===== src/sv/sfs_pkg.sv =====
`timescale 1ns / 1ps

package sfs_pkg;

  // Sequencer states
  typedef enum logic [3:0] {
    S_IDLE,
    S_SUB,
    S_ADV,
    S_PREP,
    S_DIV1,
    S_FIX,
    S_DIV2,
    S_MULX,
    S_MULY,
    S_DONE
  } state_t;

  // Command codes
  typedef enum logic [1:0] {
    CMD_TICK = 2'd0,
    CMD_PLAY = 2'd1,
    CMD_STOP = 2'd2,
    CMD_NONE = 2'd3
  } cmd_t;

  // Register indexes
  localparam logic [2:0] CFG_FRAME_TIME   = 3'd0;
  localparam logic [2:0] CFG_BEGIN_FRAME  = 3'd1;
  localparam logic [2:0] CFG_END_FRAME    = 3'd2;
  localparam logic [2:0] CFG_LOOPING      = 3'd3;
  localparam logic [2:0] CFG_FRAME_WIDTH  = 3'd4;
  localparam logic [2:0] CFG_FRAME_HEIGHT = 3'd5;
  localparam logic [2:0] CFG_MARGIN_X     = 3'd6;
  localparam logic [2:0] CFG_MARGIN_Y     = 3'd7;

  localparam int unsigned TlW  = 26;
  localparam int unsigned DivW = 16;

endpackage


===== src/sv/sprite_frame_sequencer.sv =====
`timescale 1ns / 1ps

// Sprite sheet animation sequencer. Each input transaction (tick, play or stop)
// updates the time-left counter, the current frame and the playing flag, then
// returns the current frame with its top-left pixel in the sheet. One shared
// 16-step restoring divider computes frames per row and then the row/column of
// the frame, and one shared 16x16 multiplier forms both coordinates. The next
// transaction is taken the cycle after the result is loaded into the output
// register, so one transaction is processed at a time. The input is taken
// while an earlier result still waits on a stalled output.
module sprite_frame_sequencer #(
  parameter int SHEET_WIDTH = 1024
) (
  input  logic        clk,
  input  logic        rst_n,
  input  logic        in_valid,
  output logic        in_stall,
  input  logic [1:0]  in_command,
  input  logic [19:0] in_delta_us,
  output logic        out_valid,
  input  logic        out_stall,
  output logic [15:0] out_frame_index,
  output logic [15:0] out_src_x,
  output logic [15:0] out_src_y,
  output logic        out_is_playing,
  input  logic        cfg_wr_en,
  input  logic [2:0]  cfg_index,
  input  logic [23:0] cfg_wdata
);

  localparam logic [sfs_pkg::DivW-1:0] SheetW = sfs_pkg::DivW'(SHEET_WIDTH);

  sfs_pkg::state_t state_r, state_nxt;

  // Configuration
  logic [23:0] frame_time_r;
  logic [15:0] begin_frame_r;
  logic [15:0] end_frame_r;
  logic        looping_r;
  logic [11:0] frame_width_r;
  logic [11:0] frame_height_r;
  logic [11:0] margin_x_r;
  logic [11:0] margin_y_r;

  // Animation state
  logic signed [sfs_pkg::TlW-1:0] time_left_r;
  logic signed [sfs_pkg::TlW:0]   t_r;
  logic [15:0] frame_r;
  logic        playing_r;
  logic [19:0] delta_r;

  // Shared divider
  logic [sfs_pkg::DivW-1:0] div_num_r;
  logic [sfs_pkg::DivW-1:0] div_den_r;
  logic [sfs_pkg::DivW-1:0] div_rem_r;
  logic [3:0]               div_cnt_r;
  logic [sfs_pkg::DivW:0]   div_sh;
  logic                     div_ge;
  logic [sfs_pkg::DivW-1:0] div_rem_nxt;

  // Shared multiplier
  logic [15:0] mul_a, mul_b;
  logic [31:0] mul_p;

  // Results
  logic [15:0] res_x_r, res_y_r;
  logic [15:0] out_frame_r, out_x_r, out_y_r;
  logic        out_play_r, out_valid_r;

  logic [12:0] pitch_x, pitch_y;
  logic [15:0] per_row;
  logic        in_accept;
  logic        tick_play;
  logic        next_gt;
  logic [16:0] next_frame;
  logic signed [sfs_pkg::TlW:0] t_add;
  logic signed [sfs_pkg::TlW:0] t_sat;
  logic        t_le0;

  assign in_stall  = (state_r != sfs_pkg::S_IDLE);
  assign in_accept = in_valid && !in_stall;
  assign tick_play = (sfs_pkg::cmd_t'(in_command) == sfs_pkg::CMD_TICK) && playing_r;

  assign pitch_x = {1'b0, frame_width_r} + {1'b0, margin_x_r};
  assign pitch_y = {1'b0, frame_height_r} + {1'b0, margin_y_r};
  assign per_row = ((pitch_x == '0) || (div_num_r == '0)) ? 16'd1 : div_num_r;

  // Divider step
  assign div_sh      = {div_rem_r, div_num_r[sfs_pkg::DivW-1]};
  assign div_ge      = (div_sh >= {1'b0, div_den_r});
  assign div_rem_nxt = div_ge ? sfs_pkg::DivW'(div_sh - {1'b0, div_den_r})
                              : div_sh[sfs_pkg::DivW-1:0];

  // Multiplier operands: remainder by pitch_x, then quotient by pitch_y
  assign mul_a = (state_r == sfs_pkg::S_MULX) ? div_rem_r : div_num_r;
  assign mul_b = (state_r == sfs_pkg::S_MULX) ? {3'b0, pitch_x} : {3'b0, pitch_y};
  assign mul_p = mul_a * mul_b;

  // Frame advance and time refill
  assign next_frame = {1'b0, frame_r} + 17'd1;
  assign next_gt    = (next_frame > {1'b0, end_frame_r});
  assign t_le0      = t_r[sfs_pkg::TlW] || (t_r == '0);
  assign t_add      = t_le0 ? (t_r + $signed({3'b0, frame_time_r})) : t_r;

  // Saturate to the 26-bit signed range
  always_comb begin
    if (t_add[sfs_pkg::TlW] != t_add[sfs_pkg::TlW-1]) begin
      t_sat = t_add[sfs_pkg::TlW] ? {2'b11, {(sfs_pkg::TlW-1){1'b0}}}
                                  : {2'b00, {(sfs_pkg::TlW-1){1'b1}}};
    end else begin
      t_sat = t_add;
    end
  end

  // Next state
  always_comb begin
    state_nxt = state_r;
    case (state_r)
      sfs_pkg::S_IDLE: begin
        if (in_accept) state_nxt = tick_play ? sfs_pkg::S_SUB : sfs_pkg::S_PREP;
      end
      sfs_pkg::S_SUB:  state_nxt = sfs_pkg::S_ADV;
      sfs_pkg::S_ADV:  state_nxt = sfs_pkg::S_PREP;
      sfs_pkg::S_PREP: state_nxt = sfs_pkg::S_DIV1;
      sfs_pkg::S_DIV1: begin
        if (div_cnt_r == '1) state_nxt = sfs_pkg::S_FIX;
      end
      sfs_pkg::S_FIX:  state_nxt = sfs_pkg::S_DIV2;
      sfs_pkg::S_DIV2: begin
        if (div_cnt_r == '1) state_nxt = sfs_pkg::S_MULX;
      end
      sfs_pkg::S_MULX: state_nxt = sfs_pkg::S_MULY;
      sfs_pkg::S_MULY: state_nxt = sfs_pkg::S_DONE;
      sfs_pkg::S_DONE: begin
        if (!out_valid_r || !out_stall) state_nxt = sfs_pkg::S_IDLE;
      end
      default:         state_nxt = sfs_pkg::S_IDLE;
    endcase
  end

  always_ff @(posedge clk) begin
    if (!rst_n) state_r <= sfs_pkg::S_IDLE;
    else        state_r <= state_nxt;
  end

  // Configuration registers and animation state
  always_ff @(posedge clk) begin
    if (!rst_n) begin
      frame_time_r   <= '0;
      begin_frame_r  <= '0;
      end_frame_r    <= '0;
      looping_r      <= 1'b1;
      frame_width_r  <= 12'd1;
      frame_height_r <= 12'd1;
      margin_x_r     <= '0;
      margin_y_r     <= '0;
      time_left_r    <= '0;
      frame_r        <= '0;
      playing_r      <= 1'b1;
    end else begin
      if (cfg_wr_en) begin
        case (cfg_index)
          sfs_pkg::CFG_FRAME_TIME:   frame_time_r <= cfg_wdata;
          sfs_pkg::CFG_BEGIN_FRAME: begin
            begin_frame_r <= cfg_wdata[15:0];
            frame_r       <= cfg_wdata[15:0];
          end
          sfs_pkg::CFG_END_FRAME:    end_frame_r    <= cfg_wdata[15:0];
          sfs_pkg::CFG_LOOPING:      looping_r      <= cfg_wdata[0];
          sfs_pkg::CFG_FRAME_WIDTH:  frame_width_r  <= cfg_wdata[11:0];
          sfs_pkg::CFG_FRAME_HEIGHT: frame_height_r <= cfg_wdata[11:0];
          sfs_pkg::CFG_MARGIN_X:     margin_x_r     <= cfg_wdata[11:0];
          sfs_pkg::CFG_MARGIN_Y:     margin_y_r     <= cfg_wdata[11:0];
          default: ;
        endcase
      end
      // Apply play and stop at accept
      if (in_accept) begin
        case (sfs_pkg::cmd_t'(in_command))
          sfs_pkg::CMD_PLAY: playing_r <= 1'b1;
          sfs_pkg::CMD_STOP: playing_r <= 1'b0;
          default: ;
        endcase
      end
      // Refill time and advance the frame
      if (state_r == sfs_pkg::S_ADV) begin
        time_left_r <= t_sat[sfs_pkg::TlW-1:0];
        if (t_le0) begin
          if (!next_gt) begin
            frame_r <= next_frame[15:0];
          end else if (looping_r) begin
            frame_r <= begin_frame_r;
          end else begin
            playing_r <= 1'b0;
          end
        end
      end
    end
  end

  // Datapath: subtract, divide, multiply
  always_ff @(posedge clk) begin
    if (in_accept) delta_r <= in_delta_us;
    if (state_r == sfs_pkg::S_SUB) begin
      t_r <= $signed({time_left_r[sfs_pkg::TlW-1], time_left_r}) - $signed({7'b0, delta_r});
    end
    case (state_r)
      sfs_pkg::S_PREP: begin
        div_num_r <= SheetW;
        div_den_r <= {3'b0, pitch_x};
        div_rem_r <= '0;
        div_cnt_r <= '0;
      end
      sfs_pkg::S_FIX: begin
        div_num_r <= frame_r;
        div_den_r <= per_row;
        div_rem_r <= '0;
        div_cnt_r <= '0;
      end
      sfs_pkg::S_DIV1, sfs_pkg::S_DIV2: begin
        div_num_r <= {div_num_r[sfs_pkg::DivW-2:0], div_ge};
        div_rem_r <= div_rem_nxt;
        div_cnt_r <= div_cnt_r + 4'd1;
      end
      sfs_pkg::S_MULX: res_x_r <= mul_p[15:0] + {4'b0, margin_x_r};
      sfs_pkg::S_MULY: res_y_r <= mul_p[15:0] + {4'b0, margin_y_r};
      default: ;
    endcase
  end

  // Output register
  always_ff @(posedge clk) begin
    if (!rst_n) begin
      out_valid_r <= 1'b0;
    end else if (state_r == sfs_pkg::S_DONE && (!out_valid_r || !out_stall)) begin
      out_valid_r <= 1'b1;
    end else if (out_valid_r && !out_stall) begin
      out_valid_r <= 1'b0;
    end
  end

  always_ff @(posedge clk) begin
    if (state_r == sfs_pkg::S_DONE && (!out_valid_r || !out_stall)) begin
      out_frame_r <= frame_r;
      out_x_r     <= res_x_r;
      out_y_r     <= res_y_r;
      out_play_r  <= playing_r;
    end
  end

  assign out_valid       = out_valid_r;
  assign out_frame_index = out_frame_r;
  assign out_src_x       = out_x_r;
  assign out_src_y       = out_y_r;
  assign out_is_playing  = out_play_r;

  // Second division starts only after a full first run
  assert property (@(posedge clk) disable iff (!rst_n)
    (state_r == sfs_pkg::S_FIX) |-> ($past(state_r) == sfs_pkg::S_DIV1 && $past(div_cnt_r) == '1))
    else $error("divider run cut short");

  // Frames per row is never zero
  assert property (@(posedge clk) disable iff (!rst_n)
    (state_r == sfs_pkg::S_DIV2) |-> (div_den_r != '0))
    else $error("zero divisor for frame row");

  // A result is loaded only from the final sequencer step
  assert property (@(posedge clk) disable iff (!rst_n)
    $rose(out_valid_r) |-> ($past(state_r) == sfs_pkg::S_DONE))
    else $error("result loaded outside done step");

  // Playing stops only on a stop command or at the end of a non-looping run
  assert property (@(posedge clk) disable iff (!rst_n)
    $fell(playing_r) |-> ($past(state_r) == sfs_pkg::S_ADV
      || ($past(in_accept) && $past(in_command) == sfs_pkg::CMD_STOP)))
    else $error("playing flag cleared unexpectedly");

endmodule


===== config.mk =====
export PLATFORM = sky130hd
export DESIGN_NAME = sprite_frame_sequencer
export DESIGN_NICKNAME = d
export VERILOG_FILES = /design/src/sv/sfs_pkg.sv /design/src/sv/sprite_frame_sequencer.sv
export SDC_FILE = /design/constraint.sdc
export NUM_CORES = 1
export LEC_CHECK = 0
export ABC_CLOCK_PERIOD_IN_PS = 9350
export BUFFER_PORTS_ARGS = -buffer_cell sky130_fd_sc_hd__buf_2
export CORE_MARGIN = 5
export CORE_UTILIZATION = 45
export CTS_BUF_LIST = sky130_fd_sc_hd__clkbuf_8
export DETAILED_ROUTE_END_ITERATION = 10
export MAX_ROUTING_LAYER = met4
export REMOVE_ABC_BUFFERS = 1
export SLEW_MARGIN = 25
export SYNTH_ARGS = -nofsm -noshare
export SYNTH_HDL_FRONTEND = slang
export SYNTH_SLANG_ARGS = --single-unit

===== constraint.sdc =====
create_clock -name clk -period 9.35 [get_ports clk]
set_input_delay 0.935 -clock clk [delete_from_list [all_inputs] [get_ports clk]]
set_output_delay 0.935 -clock clk [all_outputs]
set_load 0.03 [all_outputs]

==> key figures, run 1 <==
CTS
  – Clock buffer count from CTS: 57
  – # Post-CTS Setup Buffers: 0
  – Hold-fix buffers, CTS: 0
  – TritonCTS clock tree: yes
  – Clk Latency, worst-skew pair: 0.65 ns
  – CTS Sinks: 333
  – Resized Gates After CTS: 0
  – Root Buffer: clkbuf_8
  – H-tree levels: 2
  – Reg clk slew, reported paths: 0.09 ns
  – CTS Buffer Depth: 3

Critical path
  – Nature of the critical path startpoint: register
  – Setup crit end kind: register
  – Cell mode on critical path: xnor2_1
  – Worst Path Max Fanout: 5
  – WP data arrival: 8.25 ns
  – Critical path's largest stage delay: 0.50 ns
  – Slowest CP cell: fa_1
  – WS Path Type: register to register
  – CP Data Required Time: 9.72 ns

Route
  – Drt first pass iters: 5
  – Routed len/inst: 19.1 µm
  – Routed Antenna Nets: 0
  – Vias per inst: 5.50
  – Remaining DRCs: 0
  – Number of vias in the routed layout: 17,839
  – Detailed router's first-iteration violation count: 1,140
  – Post-detailed-routing wire length: 61.9 mm

STA
  – Fin Setup TNS: 0 ns
  – Final setup vio count: 0
  – Setup WS post-layout: 1.47 ns
  – Tcrit/Tclk final: 84.3%
  – Least-Margin Pin Slew: 1.09 ns
  – Relative slew slack: 27.2%
  – Highest Clock Rate: 127 MHz
  – RSZ-0062 raised after global routing: no
  – Endpoints failing hold: 0
  – Fin Clk Skew: 0.0298 ns
  – Tmin final: 7.88 ns
  – Max-slew violations: 0

Placement
  – Post-DP HPWL: 46.5 mm
  – Area of placed instances: 23,400 µm²
  – Post-Place Setup Slack: 1.55 ns
  – Routability Congestion: 0.947
  – Port bufs: 104

Synth
  – Warning count from the yosys run: 0
  – Post-Synthesis Cell Area: 22,200 µm²
  – Mapped Cells: 2,431
  – Register bit total from synthesis: 333
  – Most used DFF post-synth: edfxtp_1
  – Seq/Total Area, Yosys: 38.1%
  – Synthesized area per cell: 9.14 µm²
  – Synth cell types: 77
  – Synth async-reset ratio: 0%
  – Post-synth EDFFs: 180

Power and ir drop
  – LEAKAGE: 10.2 nW
  – Total power: 0.00548 W
  – VDD IR max: 151 µV
  – Combinational share of power: 37.5%
  – Pint: 0.00344 W
  – Clk network pwr share: 26.6%
  – Switching component of the power: 0.00204 W
  – Power density cells: 222 nW/µm²
  – Switching share of power: 37.2%
  – Sequential share of power: 35.9%

Global route
  – Pin count of the biggest net entering global routing: 78
  – Vias in the first global route: 17,735
  – Met3 global-route usage: 3.46%
  – Grt met1 use: 28.8%
  – Busiest layer in global routing: met2
  – Initial antenna violation count: 2
  – First-pass GRT wire length: 97.4 mm
  – All-Layer GR Usage: 23.4%
  – Overflow after GRT: 0
  – Global routing met2 resource utilization: 40.0%

Floorplan
  – Die Height: 232 µm
  – Die width: 232 µm
  – Row cnt: 81
  – I/O pins: 105
  – Die area: 53,900 µm²
  – Core area: 48,800 µm²
  – Initial Util: 45.5%

Hold path
  – Min-delay worst type: register to register

Status
  – Status: complete, no violations

Finish
  – Synth-to-Final Area Change: 11.2%
  – Finished layout cell area: 24,700 µm²
  – Commonest non-fill, non-tap cell in the layout: nand2_1
  – Layout cells sized above 1: 10.1%
  – Most frequent cells in the layout: nand2_1 (413), a21oi_1 (240), inv_1 (239)
  – Final net count: 2,835

Flow run
  – Max-Cap Viols: 0
==> synth_stat cells (17+ instances only) <==
cell type / number / area share (%)
edfxtp_1: 180 / 24
inv_1: 232 / 3.9
ha_1: 165 / 9.3
nand2_1: 413 / 7.0
and2_1: 21 / 0.59
nor2_1: 116 / 2.0
nor3_1: 32 / 0.72
a21boi_0: 24 / 0.81
nand2b_1: 22 / 0.62
dfxtp_1: 153 / 14
xnor2_1: 89 / 3.5
clkbuf_1: 78 / 1.3
a21oi_1: 241 / 5.4
a22o_1: 17 / 0.67
nor4_1: 26 / 0.73
o21ai_0: 122 / 2.7
o21bai_1: 26 / 0.88
a21o_1: 29 / 0.98
xor2_1: 34 / 1.3
mux2i_1: 19 / 0.86
nand3_1: 32 / 0.72
fa_1: 88 / 7.9
nor2b_1: 32 / 0.90
==> sequential cells by signal, summed over array words and instances (netlist names), 20 cells and up <==
| name | flops |
|---|---|
| delta_r | 20 |
| t_r | 27 |
| frame_time_r | 24 |
| time_left_r | 26 |
==> worst max-delay path: cells and delay by family (launching register included) <==
kind / cells / cell delay [ns]
adder cells (fa/ha/maj): 7 / 2.89
XOR/XNOR: 13 / 2.83
AND/OR/NAND/NOR: 5 / 0.93
AO/OA/AOI/OAI: 3 / 0.45
flip-flops: 1 / 0.36
buffers and inverters: 2 / 0.11
==> kinds of logic after synthesis <==
group,Yosys count,synth area share (%)
buffers and inverters,321,5.55
muxes,27,1.33
DFF,333,38.1
xor gates and xnor gates,127,5.20
and+or+nand+nor,760,15.3
adders and majority gates,267,17.8
AOI/OAI and AO/OA,596,16.7
==> path summary, 6_finish.rpt <==
kind | end | depth (start not counted) | startpoint | slack (ns)
max | res_y_r[15] | 30 | margin_x_r[0] | 1.47
min | out_src_y[15] | 0 | res_y_r[15] | 0.40
max reg2reg | res_y_r[15] | 30 | margin_x_r[0] | 1.47
min reg2reg | out_src_y[15] | 0 | res_y_r[15] | 0.40
==> power by group through the flow <==
stage	Combinational [W]	Clock [W]	Sequential, W
6_report	0.00206	0.00146	0.00197
5_1_grt	0.00233	0.00157	0.00199
4_1_cts	0.00207	0.00149	0.00197
3_5_place_dp	0.00205	0	0.00200
3_3_place_gp	0.00202	0	0.00199
2_1_floorplan	0.00155	0	0.00192
==> layer usage <==
layer  vias up  share of wire, %
met1      8584                43
met5         -                 0
li1       8676                 -
met4         0               3.4
met2       459                49
met3       120               4.8
==> layout make-up <==
class	count	area, µm²
antenna	2	5.00
clock buffer	76	1050
clock inverter	31	229
fill	4681	24100
inverter	233	878
multi-input combinational	1777	12600
sequential	333	8470
tap	664	831
timing repair buffer	126	686
==> metrics by stage <==
step	utilization (%)	hold WS, ns	std cells
after detailed placement	48.0	0.406	3133
after CTS	50.6	0.400	3240
final	50.6	0.396	3242
after global routing	50.6	0.415	3242
after floorplan	-	0.400	2343
after global placement	47.9	0.404	3133
Note: power is estimated with default switching activity, not from simulation.
==> run 2: changes to the inputs <==
--- a/config.mk
+++ b/config.mk
@@ -5,7 +5,7 @@
 export SDC_FILE = /design/constraint.sdc
 export NUM_CORES = 1
 export LEC_CHECK = 0
-export ABC_CLOCK_PERIOD_IN_PS = 9350
+export ABC_CLOCK_PERIOD_IN_PS = 7700
 export BUFFER_PORTS_ARGS = -buffer_cell sky130_fd_sc_hd__buf_2
 export CORE_MARGIN = 5
 export CORE_UTILIZATION = 45
==> constraint.sdc (replaced) <==
create_clock -name clk -period 7.7 [get_ports clk]
set_input_delay 0.77 -clock clk [delete_from_list [all_inputs] [get_ports clk]]
set_output_delay 0.77 -clock clk [all_outputs]
set_load 0.03 [all_outputs]
==> run 2 against run 1 <==
Against the previous run: via count fell by 0.12%; worst hold slack got worse by 0.12 ns; clock skew up 0.011 ns; clock power rose by 16%; critical endpoint unchanged; register-to-register slack lost 1.1 ns; sequential share of layout area is 0.28 points lower; combinational power is 23% higher; routed wire length rose by 0.78%; first-iteration DRC count increased by 11%; sequential power up 21%; cell area up 0.83%.
==> key figures, run 2 (synthesis gave the netlist of run 1 again) <==
Route
  – Routed len/inst: 19.1 µm (+0.10%)
  – Remaining DRCs: 0 (unchanged)
  – Post-detailed-routing wire length: 62.3 mm (+0.78%)
  – Routed Antenna Nets: 0 (unchanged)
  – Vias per inst: 5.46 (-0.79%)
  – Number of vias in the routed layout: 17,818 (-0.12%)
  – Drt first pass iters: 5 (unchanged)
  – Detailed router's first-iteration violation count: 1,263 (+11%)

Critical path
  – Bufs and invs on worst path: 2 (unchanged)
  – WP data arrival: 7.74 ns (-0.51 ns)
  – R2R Path End: res_y_r[15]
  – Setup crit end kind: register
  – Worst Path Max Fanout: 4 (-1)
  – WS Path Type: register to register
  – CP Data Required Time: 8.09 ns (-1.63 ns)
  – Nature of the critical path startpoint: register
  – R2r startpoint: margin_x_r[0]
  – Setup slack, reg-to-reg: 0.34 ns (-1.12 ns)
  – Critical path's largest stage delay: 0.51 ns (about the same)
  – Worst R2R Path Depth: 30 (unchanged)
  – Slowest CP cell: fa_1
  – Largest delay contributor family on the critical path: adder cells

STA
  – Tmin final: 7.36 ns (-0.527 ns)
  – Relative slew slack: 29.5% (+2.2 points)
  – Final setup vio count: 0 (unchanged)
  – Highest Clock Rate: 136 MHz (+7.2%)
  – Max-slew violations: 0 (unchanged)
  – Endpoints failing hold: 0 (unchanged)
  – Fin Clk Skew: 0.0407 ns (+0.0110 ns)
  – Fin Setup TNS: 0 ns (unchanged)
  – Least-Margin Pin Slew: 1.06 ns (-0.0334 ns)
  – Tcrit/Tclk final: 95.5% (+11 points)

CTS
  – Hold-fix buffers, CTS: 0 (unchanged)
  – Clock buffer count from CTS: 59 (+3.5%)
  – TritonCTS clock tree: yes
  – H-tree levels: 2 (unchanged)
  – Clk Latency, worst-skew pair: 0.68 ns (+0.03 ns)
  – Root Buffer: clkbuf_8
  – Reg clk slew, reported paths: 0.07 ns (-0.02 ns)
  – CTS Sinks: 333 (unchanged)
  – CTS Buffer Depth: 3 (unchanged)

Finish
  – Reg with most FFs: t_r
  – Synth-to-Final Area Change: 12.1%
  – Final net count: 2,858 (+0.81%)
  – Max reg flops: 27 (unchanged)
  – Layout cells sized above 1: 10.9% (+0.81 points)
  – Final core utilization: 51.0% (+0.42 points)
  – Most frequent cells in the layout: nand2_1 (413), inv_1 (245), a21oi_1 (239)
  – Largest regs: t_r: 27 flops, time_left_r: 26 flops, frame_time_r: 24 flops
  – Commonest non-fill, non-tap cell in the layout: nand2_1

Hold path
  – WHS Path Cells: 1 (+1)
  – Min-delay worst type: input pin to register
  – Hold wc startpoint: in_delta_us[4]
  – Worst Hold End: delta_r[4]

Placement
  – Port bufs: 104 (unchanged)
  – Post-DP HPWL: 47.1 mm (+1.3%)
  – Routability Congestion: 0.907 (-4.3%)

Power and ir drop
  – Combinational share of power: 38.2% (+0.7 points)
  – Power density cells: 266 nW/µm² (+20%)
  – VDD IR max: 178 µV (+18%)
  – Sequential share of power: 36.1% (+0.2 points)
  – Clk network pwr share: 25.7% (-0.9 points)
  – Total power: 0.00662 W (+21%)
  – Switching share of power: 37.4% (+0.15 points)
  – Pint: 0.00415 W (+21%)
  – Switching component of the power: 0.00247 W (+21%)
  – LEAKAGE: 10.3 nW (+1.5%)

Floorplan
  – Row cnt: 81 (unchanged)
  – Die area: 53,900 µm² (unchanged)
  – I/O pins: 105 (unchanged)
  – Die Height: 232 µm (unchanged)
  – Die width: 232 µm (unchanged)
  – Core area: 48,800 µm² (unchanged)
  – Initial Util: 45.5% (unchanged)

Global route
  – First-pass GRT wire length: 98.4 mm (+1.1%)
  – Overflow after GRT: 0 (unchanged)
  – Pin count of the biggest net entering global routing: 63 (-19%)
  – Vias in the first global route: 17,837 (+0.58%)
  – Initial antenna violation count: 4 (+2)
  – All-Layer GR Usage: 23.7% (+0.30 points)

Flow run
  – Max-Cap Viols: 0 (unchanged)

Status
  – Status: complete, no violations
[run 2: power by group through the flow]
stage	registers (W)	clock network (W)	logic, W
2_1_floorplan	0.00233	0	0.00188
3_3_place_gp	0.00242	0	0.00249
3_5_place_dp	0.00242	0	0.00252
4_1_cts	0.00238	0.00175	0.00255
5_1_grt	0.00241	0.00184	0.00285
6_report	0.00239	0.00170	0.00253
[run 2: layout make-up]
type                    instances  area (µm²)
diodes                          4        10.0
clock buffers                  68         936
clock inverters                38         282
fillers                      4665       23900
inverters                     233         878
multi-input cells            1777       12700
flip-flops and latches        333        8470
well taps                     664         831
repair buffers                147         843
[run 2: worst max path at each step]
stage / cells after the start / slack (ns) / startpoint / end
6_report: 30 / 0.34 / margin_x_r[0] / res_y_r[15]
4_1_cts: 28 / 0.005 / frame_width_r[1] / res_y_r[15]
2_1_floorplan: 27 / 0.52 / margin_x_r[1] / res_x_r[15]
3_3_place_gp: 30 / 0.17 / margin_x_r[0] / res_y_r[15]
3_5_place_dp: 28 / 0.06 / frame_width_r[1] / res_y_r[15]
5_1_grt: 28 / -0.0007 / frame_width_r[1] / res_y_r[15]
[run 2: worst register-to-register path: cells and delay by family (launching register included)]
family / cells / cell delay (ns)
compound gates: 6 / 0.98
xor+xnor: 12 / 2.21
fa+ha+maj: 7 / 2.97
flops: 1 / 0.36
buf+inv: 2 / 0.11
simple gates: 3 / 0.42
[run 2: layer usage]
layer  track usage, %  vias to the layer above  routed length (µm)
met5                -                        -                   0
met4             8.64                        0                2250
met3             3.07                      131                2560
met2             40.2                      421               30500
met1             29.3                     8553               27100
li1                 -                     8713                   -
[run 2: what timing repair did]
action / CTS / global route
endpoints found under the setup margin: 0 / 6
buffers inserted: 0 / 2
gates resized for setup: 0 / 15
[run 2: through the flow]
| step | instance area [µm²] | worst slack [ns] | hold slack (ns) | instances |
|---|---|---|---|---|
| floorplan | 21900 | 0.516 | 0.400 | 2343 |
| global placement | 23600 | 0.166 | 0.404 | 3152 |
| detailed placement | 23600 | 0.0581 | 0.405 | 3152 |
| CTS | 24800 | 0.00471 | 0.226 | 3258 |
| global route | 24900 | -0.000737 | 0.245 | 3264 |
| finish | 24900 | 0.344 | 0.281 | 3264 |
==> run 3: changes to the inputs <==
--- a/config.mk
+++ b/config.mk
@@ -12,6 +12,7 @@
 export CTS_BUF_LIST = sky130_fd_sc_hd__clkbuf_8
 export DETAILED_ROUTE_END_ITERATION = 10
 export MAX_ROUTING_LAYER = met4
+export RECOVER_POWER = 100
 export REMOVE_ABC_BUFFERS = 1
 export SLEW_MARGIN = 25
 export SYNTH_ARGS = -nofsm -noshare
==> run 3 against run 2 <==
Against the previous run: the flow now finishes with violations (max-capacitance violations, max-slew violations); critical endpoint unchanged; global-route usage stayed put; combinational power hardly changed; critical path depth unchanged; register-to-register slack about the same; cell area down 0.60%; first-iteration DRC count about the same; clock power barely moved; count of clock-buffer cells in the layout stayed put; fmax is essentially flat; largest cell class unchanged.
==> key figures, run 3 (synthesis gave the netlist of run 1 again) <==
Power and ir drop
  – LEAKAGE: 10.1 nW (-2.1%)
  – VDD IR max: 178 µV (+0.10%)
  – Total power: 0.00661 W (-0.22%)
  – Power density cells: 267 nW/µm² (+0.38%)

Status
  – Failing checks: max-capacitance violations, max-slew violations
  – Status: complete, but fails checks

Critical path
  – Slowest CP cell: fa_1
  – Nature of the critical path startpoint: register
  – Worst R2R Path Depth: 30 (unchanged)
  – Worst Path Max Fanout: 4 (unchanged)
  – R2R Path End: res_y_r[15]
  – Setup slack, reg-to-reg: 0.35 ns (about the same)
  – R2r startpoint: margin_x_r[0]
  – WP data arrival: 7.74 ns (about the same)
  – Critical path's largest stage delay: 0.51 ns (about the same)
  – CP Data Required Time: 8.09 ns (about the same)
  – Setup crit end kind: register
  – WS Path Type: register to register

Global route
  – All-Layer GR Usage: 23.7% (unchanged)
  – Initial antenna violation count: 4 (unchanged)
  – Vias in the first global route: 17,837 (unchanged)
  – First-pass GRT wire length: 98.4 mm (unchanged)
  – Overflow after GRT: 0 (unchanged)
  – Pin count of the biggest net entering global routing: 63 (unchanged)

CTS
  – CTS Buffer Depth: 3 (unchanged)
  – Clk Latency, worst-skew pair: 0.68 ns (about the same)
  – Clock buffer count from CTS: 59 (unchanged)
  – TritonCTS clock tree: yes
  – CTS Sinks: 333 (unchanged)
  – Root Buffer: clkbuf_8
  – Reg clk slew, reported paths: 0.07 ns (about the same)
  – H-tree levels: 2 (unchanged)
  – Hold-fix buffers, CTS: 0 (unchanged)

STA
  – Max-slew violations: 183 (+183)
  – Least-Margin Pin Slew: 2.38 ns (+1.32 ns)
  – Endpoints failing hold: 0 (unchanged)
  – Fin Clk Skew: 0.0407 ns (-0.0000565 ns)
  – Tcrit/Tclk final: 95.5% (about the same)
  – Fin Setup TNS: 0 ns (unchanged)
  – Final setup vio count: 0 (unchanged)
  – Highest Clock Rate: 136 MHz (about the same)
  – Tmin final: 7.35 ns (-0.00156 ns)
  – Relative slew slack: -58.8% (-88 points)
  – Setup WS post-layout: 0.346 ns (+0.00156 ns)

Finish
  – Reg with most FFs: t_r
  – Layout cells sized above 1: 8.17% (-2.7 points)
  – Commonest non-fill, non-tap cell in the layout: nand2_1
  – Largest regs: t_r: 27 flops, time_left_r: 26 flops, frame_time_r: 24 flops
  – Most frequent cells in the layout: nand2_1 (413), inv_1 (245), a21oi_1 (240)
  – Max reg flops: 27 (unchanged)
  – Final net count: 2,858 (unchanged)
  – Synth-to-Final Area Change: 11.4%

Route
  – Routed len/inst: 19.1 µm (about the same)
  – Routed Antenna Nets: 0 (unchanged)
  – Drt first pass iters: 7 (+2)
  – Remaining DRCs: 0 (unchanged)
  – Post-detailed-routing wire length: 62.3 mm (about the same)
  – Number of vias in the routed layout: 17,848 (+0.17%)
  – Vias per inst: 5.47 (+0.17%)
  – Detailed router's first-iteration violation count: 1,264 (+0.079%)

Floorplan
  – Die Height: 232 µm (unchanged)
  – I/O pins: 105 (unchanged)
  – Core area: 48,800 µm² (unchanged)
  – Die width: 232 µm (unchanged)
  – Row cnt: 81 (unchanged)
  – Initial Util: 45.5% (unchanged)
  – Die area: 53,900 µm² (unchanged)

Placement
  – Post-Place Setup Slack: 0.0581 ns (unchanged)
  – Post-DP HPWL: 47.1 mm (unchanged)
  – Port bufs: 104 (unchanged)
  – Routability Congestion: 0.907 (unchanged)

Hold path
  – Min-delay worst type: input pin to register
  – WHS Path Cells: 1 (unchanged)
  – Hold wc startpoint: in_delta_us[4]
  – Worst Hold End: delta_r[4]

Flow run
  – Max-Cap Viols: 5 (+5)
## run 3: worst max path at each step
stage / startpoint / cells after the start / endpoint
final: margin_x_r[0] / 30 / res_y_r[15]
after global routing: frame_width_r[1] / 28 / res_y_r[15]
after CTS: frame_width_r[1] / 28 / res_y_r[15]
after detailed placement: frame_width_r[1] / 28 / res_y_r[15]
after global placement: margin_x_r[0] / 30 / res_y_r[15]
after floorplan: margin_x_r[1] / 27 / res_x_r[15]
## run 3: area by class of cell
cell class	instances	area (µm²)
Antenna cell	4	10.0
Multi-Input combinational cell	1777	12600
Timing Repair Buffer	147	733
Inverter	233	878
Tap cell	664	831
Clock buffer	68	936
Clock inverter	38	282
Fill cell	4705	24100
Sequential cell	333	8470
## run 3: metrics by stage
stage                     hold slack [ns]  util (%)  instance area [µm²]  instances
after floorplan                     0.400         -                21900       2343
after global placement              0.404      48.2                23600       3152
after detailed placement            0.405      48.2                23600       3152
after CTS                           0.226      50.7                24800       3258
after global routing                0.245      50.7                24800       3264
final                               0.279      50.7                24800       3264
## run 3: timing repair
action / CTS / global route
setup buffers: 0 / 2
endpoints found under the setup margin: 0 / 6
gates resized for setup: 0 / 15
## run 3: critical path, delay by kind of cell (launching register included)
kind / cells / cell delay, ns
flip-flops: 1 / 0.36
AND/OR/NAND/NOR: 3 / 0.41
adder cells (fa/ha/maj): 7 / 2.97
XOR/XNOR: 12 / 2.22
buffers and inverters: 2 / 0.11
AO/OA/AOI/OAI: 6 / 0.98
## run 3: routing by layer
layer	global-route usage (%)	vias up	share of wire, %
met5	-	-	0
met2	40.2	439	49
met1	29.3	8563	43
li1	-	8719	-
met4	8.64	0	3.6
met3	3.07	127	4.6
## run 3: power breakdown
part,switching (W),internal (W)
logic,0.00150,0.00102
clock network,0.000760,0.000940
registers,0.000205,0.00219
total,0.00247,0.00414
